--- src/design/frcl_pkg.sv ---
// Shared types and constants for the FIFO-replacement cache lookup unit.
package frcl_pkg;

  localparam int unsigned KEY_W        = 32;
  localparam int unsigned CNT_W        = 48;
  localparam int unsigned CAPACITY_DEF = 64;

  // Result transaction layout, from the lowest bit up.
  localparam int unsigned OUT_HIT_LSB   = 0;
  localparam int unsigned OUT_CNTD_LSB  = 1;
  localparam int unsigned OUT_EVV_LSB   = 2;
  localparam int unsigned OUT_EVK_LSB   = 3;
  localparam int unsigned OUT_TOT_LSB   = OUT_EVK_LSB + KEY_W;
  localparam int unsigned OUT_MISS_LSB  = OUT_TOT_LSB + CNT_W;
  localparam int unsigned OUT_USED_W    = OUT_MISS_LSB + CNT_W;
  localparam int unsigned OUT_W         = ((OUT_USED_W + 7) / 8) * 8;
  localparam int unsigned OUT_PAD_W     = OUT_W - OUT_USED_W;

  localparam logic [CNT_W-1:0] CNT_MAX = {CNT_W{1'b1}};

  typedef enum logic [1:0] {
    ST_IDLE,
    ST_PROBE,
    ST_DONE
  } state_e;

  // Lookup token that walks down the cell row.
  typedef struct packed {
    logic             vld;
    logic             hit;
    logic [KEY_W-1:0] key;
  } probe_t;

  function automatic logic [CNT_W-1:0] sat_inc(input logic [CNT_W-1:0] v);
    return (v == CNT_MAX) ? CNT_MAX : v + CNT_W'(1);
  endfunction

endpackage

--- src/design/frcl_cell.sv ---
// One storage cell of the key row: holds one key, compares the passing probe, shifts on insert.
module frcl_cell
  import frcl_pkg::*;
#(
  parameter int unsigned REM_W = 7
) (
  input  logic             clk_i,
  input  logic             rst_ni,
  input  probe_t           probe_i,
  input  logic [REM_W-1:0] rem_i,
  output probe_t           probe_o,
  output logic [REM_W-1:0] rem_o,
  input  logic             shift_i,
  input  logic [KEY_W-1:0] key_i,
  output logic [KEY_W-1:0] key_o
);

  logic [KEY_W-1:0] key_q;
  logic             vld_q;
  logic             hit_q, hit_d;
  logic [KEY_W-1:0] pkey_q;
  logic [REM_W-1:0] rem_q, rem_d;
  logic             occupied;

  // A probe only compares against cells still inside the occupied run.
  assign occupied = (rem_i != '0);
  assign hit_d    = probe_i.hit | (probe_i.vld & occupied & (probe_i.key == key_q));
  assign rem_d    = occupied ? rem_i - REM_W'(1) : rem_i;

  always_ff @(posedge clk_i or negedge rst_ni) begin
    if (!rst_ni) begin
      vld_q <= 1'b0;
    end else begin
      vld_q <= probe_i.vld;
    end
  end

  always_ff @(posedge clk_i) begin
    hit_q  <= hit_d;
    pkey_q <= probe_i.key;
    rem_q  <= rem_d;
    if (shift_i) begin
      key_q <= key_i;
    end
  end

  assign probe_o = '{vld: vld_q, hit: hit_q, key: pkey_q};
  assign rem_o   = rem_q;
  assign key_o   = key_q;

endmodule

--- config.mk ---
export PLATFORM = sky130hd
export DESIGN_NAME = frcl_cell
export DESIGN_NICKNAME = d
export VERILOG_FILES = /design/src/design/frcl_pkg.sv /design/src/design/frcl_cell.sv
export SDC_FILE = /design/constraint.sdc
export NUM_CORES = 1
export LEC_CHECK = 0
export ABC_AREA = 0
export BUFFER_PORTS_ARGS = -buffer_cell sky130_fd_sc_hd__buf_2
export CAP_MARGIN = 25
export CORE_MARGIN = 3
export CORE_UTILIZATION = 39
export CTS_BUF_LIST = sky130_fd_sc_hd__clkbuf_8
export CTS_CLUSTER_DIAMETER = 100
export DETAILED_ROUTE_END_ITERATION = 6
export GPL_TIMING_DRIVEN = 0
export PLACE_DENSITY = 0.77
export SYNTH_ARGS = -nofsm -noshare
export SYNTH_HDL_FRONTEND = slang
export SYNTH_SLANG_ARGS = --single-unit
--- constraint.sdc ---
create_clock -name clk_i -period 1.2 [get_ports clk_i]
set_input_delay 0.06 -clock clk_i [delete_from_list [all_inputs] [get_ports clk_i]]
set_output_delay 0.06 -clock clk_i [all_outputs]
set_load 0.01 [all_outputs]
# Yosys cells after proc, flatten, opt, wreduce, memory -nomap -nowiden
# Index checks and enable logic that the tools add are counted.
# Widths: inputs -> output; s select.
# totals
latchBits	0
n_memories	0
ram_bits	0
elab_cells	12
romBits	0
in_bits	76
reg_bits	73
# op_classes
mul	0
bitwise_logic	3
addsub	1
n_reduce_logical	1
eq_ne	1
shifts	0
n_mux	1
div	0
magnitude_cmp	0
# op_table
op	n
$eq 32x32->1	1
$mux 7	1
$reduce_bool 7->1	1
$sub 7x1->7 const B	1
$and 1x1->1	2
$or 1x1->1	1

# Depth between registers and ports, before layout
# depth
word_depth	4
mapped_depth	6
mapped_depth_nobuf	5

# Worst setup path after synthesis
# Ideal clock, no wire load.
# synth_path
kind	register -> register
from	reg key_q[27], in the netlist key_o[27]
to	reg hit_q
t_arrival_ns	1.109
path_slack_ns	0.033
path_buffers	0
stages_incl_launch_ff	5
required_ns	1.141
cell_sequence	edfxtp_1 xnor2_1 nand4_1 nor4_1 a31o_1
# synth_via
elab_chain_cells	3
# synth_lines
element	line	text
start, declared	frcl_cell.sv:18	logic [KEY_W-1:0] key_q;
start signal, assigned	frcl_cell.sv:43	key_q <= key_i;
$eq 32x32->1	frcl_cell.sv:27	assign hit_d = probe_i.hit | (probe_i.vld & occupied & (probe_i.key == key_q));
$and 1x1->1	frcl_cell.sv:27	
$or 1x1->1	frcl_cell.sv:27	
net hit_d	frcl_cell.sv:20	logic hit_q, hit_d;
end signal, assigned	frcl_cell.sv:39	hit_q <= hit_d;
end, declared	frcl_cell.sv:20	
# The timed path passes the listed nets, and every way through them passes these cells.
# A chain may end at the register's enable or synchronous reset.

# Worst setup path in the final report
# layout_path
from	reg key_q[2], in the netlist key_o[2]
to	reg hit_q
# The elaborated chain is that of the path after synthesis.

==> reports/results.txt <==
Outcome -> finished with violations
Violated checks -> negative hold slack, negative setup slack
CP Launch Type -> flop
Yosys cell types -> 21
Post-synth top area cell -> edfxtp_1
Final setup margin -> -0.0972 ns
Hpwl dp -> 4130 µm
Hold/Removal Path Class -> input port to flop
Mux share of post-synthesis cell area -> 0.429%
CP top delay family -> simple AND/OR/NAND/NOR gates
Fmax -> 0.771 GHz
Initial antenna violation count -> 0
Max-Cap Viols -> 0
EDFF count, synth -> 32
Die width -> 83.4 µm
Max-slew violation count -> 0
Initial Util -> 41.4%
P_int -> 4.29 mW
Crit Path Category -> flop to flop
Simple-Gate Fraction of Synth Area -> 5.95%
Post-synthesis compound-gate area fraction -> 0.697%
Comb pwr share -> 14.4%
Drt pass-1 iters -> 4
Root Driver -> clkbuf_8
Nets -> 454
Cells along the critical path -> xnor2_1 > nand4_1 > nor4_2 > a31o_1
Routed length per instance -> 13.7 µm
Vias in the first global route -> 2155
Layout area overhead -> 75.0%
Post-route ant nets -> 0
Tot GR Track Use -> 18.8%
CP max stage cell -> edfxtp_1
Switch share -> 22.5%
Largest family of logic cells by synthesized area -> XOR/XNOR gates
Syn_nets -> 223
CP max stage delay -> 0.41 ns
Clock Latency Late Sink -> 0.34 ns
Synth area leaders -> edfxtp_1 (41%), dfxtp_1 (34%), xnor2_1 (13%)
Setup TNS -> -0.0972 ns
Final hold slack -> -0.154 ns
Rows -> 27
CP required -> 1.48 ns
Yosys warns -> 0
CP Data Arrival Time -> 1.58 ns
Die height -> 83.4 µm
Number of I/O pins -> 149
Yosys top cell area share -> 41.2%
# diodes -> 0
Min Tclk post-route -> 1.30 ns
Mean Syn Cell Area -> 16.1 µm²
Utilization after layout -> 72.4%
Async SR Flop Fraction -> 1.37%
CP Max Fanout -> 2
Fill cells -> 402
First-pass GRT wire length -> 10000 µm
Largest net degree at the start of global routing -> 33
Final setup fails -> 1
Total congestion overflow -> 0
Placer congestion estimate -> 0.784
Sequential power share -> 51.5%
Port Buffers -> 148
Worst Tran Pin Value -> 0.733 ns
PD cells -> 1360 nW/µm²
Setup crit end kind -> flop
Clock sinks -> 73
Area of the core -> 5640 µm²
Area of the mapped netlist -> 2330 µm²
TritonCTS clock tree -> built
Clock skew -> 0.00544 ns
Post-Synth Adder-Cell Area -> 1.07%
Syn Inst Count -> 145
Xor/xnor cell area share of the yosys netlist -> 13.9%
DR vias -> 1951
NetSw -> 1.25 mW
RSZ-0062 raised after global routing -> yes
H-tree levels -> 3
Hold_buf cts -> 70
Final period utilization -> 108%
Layout cell share with drive strength beyond 1 -> 44.6%
Die area -> 6950 µm²
Drc violations -> 0
Leakage -> 1.82 nW
Seq/Total Area, Yosys -> 76.5%
Hold Fails Final Rpt -> 1
Predominant post-synthesis flop cell -> dfxtp_1
Drt total wl -> 6210 µm
Drt initial violations -> 33
Pre-CTS setup slack -> -0.174 ns
Seq cells post-synth -> 73
Slew headroom -> 51.1%
Clk slew on worst S/H paths -> 0.07 ns
Clock Path Buffers -> 2
VDD IR max -> 1.06 mV
Clk network pwr share -> 34.1%
CTS buffer count -> 9
Buf+Inv Stages, Crit Path -> 0
Vias/cell -> 4.31
==> flip-flops by register name, indices dropped and copies added, names as in the netlist <==
register,cells
rem_o,7
pkey_q,32
key_o,32
vld_q,1
hit_q,1
==> path summary, 6_finish.rpt <==
check	startpoint	endpoint	slack (ns)	cells past startpoint
setup / recovery	key_o[2]	hit_q	-0.1	4
hold / removal	probe_i[17]	pkey_q[17]	-0.15	1
setup reg to reg	key_o[2]	hit_q	-0.1	4
hold reg to reg	key_o[22]	hit_q	0.78	4
max in group asynchronous	rst_ni	vld_q	1.10	2
min in group asynchronous	rst_ni	vld_q	0.02	2
==> cells by family (layout without fill, tap and decap cells) <==
family,Yosys count,count (layout)
AOI/OAI and AO/OA,2,2
xor gates and xnor gates,37,37
adders and majority gates,2,2
buffers and inverters,5,241
DFF,73,73
muxes,1,1
and+or+nand+nor,25,25
==> cell usage after synthesis, types with 2 or more instances <==
library cell   n
nand2_1        2
xnor2_1       35
xor2_1         2
nor3_1         3
nor3_2         2
inv_1          2
ha_1           2
dfxtp_1       40
buf_4          2
nand4_1        7
nand3_1        2
edfxtp_1      32
nor2_1         6
==> layer usage <==
| layer | GRT usage, % | vias up | share of wire, % | routed length, µm |
|---|---|---|---|---|
| met1 | 17.6 | 895 | 34 | 2140 |
| met2 | 36.8 | 85 | 56 | 3500 |
| li1 | - | 960 | - | - |
| met3 | 6.25 | 11 | 7.6 | 470 |
| met4 | 7.13 | 0 | 1.7 | 104 |
| met5 | 0 | - | 0 | 0 |
==> power by group through the flow <==
stage	Combinational, mW	Clock, mW	Sequential (mW)
5_1_grt	0.865	2.05	2.87
3_3_place_gp	0.601	0	2.90
4_1_cts	0.801	1.95	2.85
6_report	0.798	1.89	2.85
3_5_place_dp	0.613	0	2.91
2_1_floorplan	0.165	0	2.99
==> placed cells by master (no fill, tap or decap) <==
| cell | count |
|---|---|
| buf_2 | 148 |
| dlygate4sd3_1 | 70 |
| dfxtp_1 | 40 |
| xnor2_1 | 35 |
| edfxtp_1 | 32 |
| clkbuf_8 | 11 |
| nand4_1 | 7 |
| nor2_1 | 6 |
| inv_1 | 4 |
| buf_4 | 4 |
| nor3_1 | 3 |
| nor3_2 | 2 |
| nand3_1 | 2 |
| xor2_1 | 2 |
| nand2_1 | 2 |
| ha_1 | 2 |
| clkinv_2 | 2 |
| and3_1 | 1 |
| buf_6 | 1 |
| mux2i_1 | 1 |
| nor4_2 | 1 |
| a31o_1 | 1 |
| nand3b_1 | 1 |
| a21o_1 | 1 |
| bufinv_16 | 1 |
| dfrtp_1 | 1 |
==> per-stage QoR <==
step	total power [mW]	instance area (µm²)	std cells
3_3_place_gp	3.50	3170	365
2_1_floorplan	3.16	2330	145
4_1_cts	5.60	4090	453
6_report	5.54	4090	453
3_5_place_dp	3.52	3170	365
5_1_grt	5.79	4090	453
==> cell type report <==
| cell class | count | area (µm²) | area share (%) |
|---|---|---|---|
| sequential | 73 | 1790 | 43.7 |
| timing repair buffer | 220 | 1460 | 35.6 |
| multi-input combinational | 67 | 520 | 12.7 |
| clock buffer | 11 | 151 | 3.70 |
| tap | 72 | 90.1 | 2.20 |
| clock inverter | 5 | 47.5 | 1.16 |
| buffer | 3 | 26.3 | 0.643 |
| inverter | 2 | 7.51 | 0.184 |
==> what timing repair did <==
item	4_1_cts	5_1_grt
gates resized for setup	1	0
pin swaps	6	1
setup buffers	2	0
endpoints found under the hold margin	71	1
setup endpoints to repair	1	1
Power figures use the tool's default switching activity.
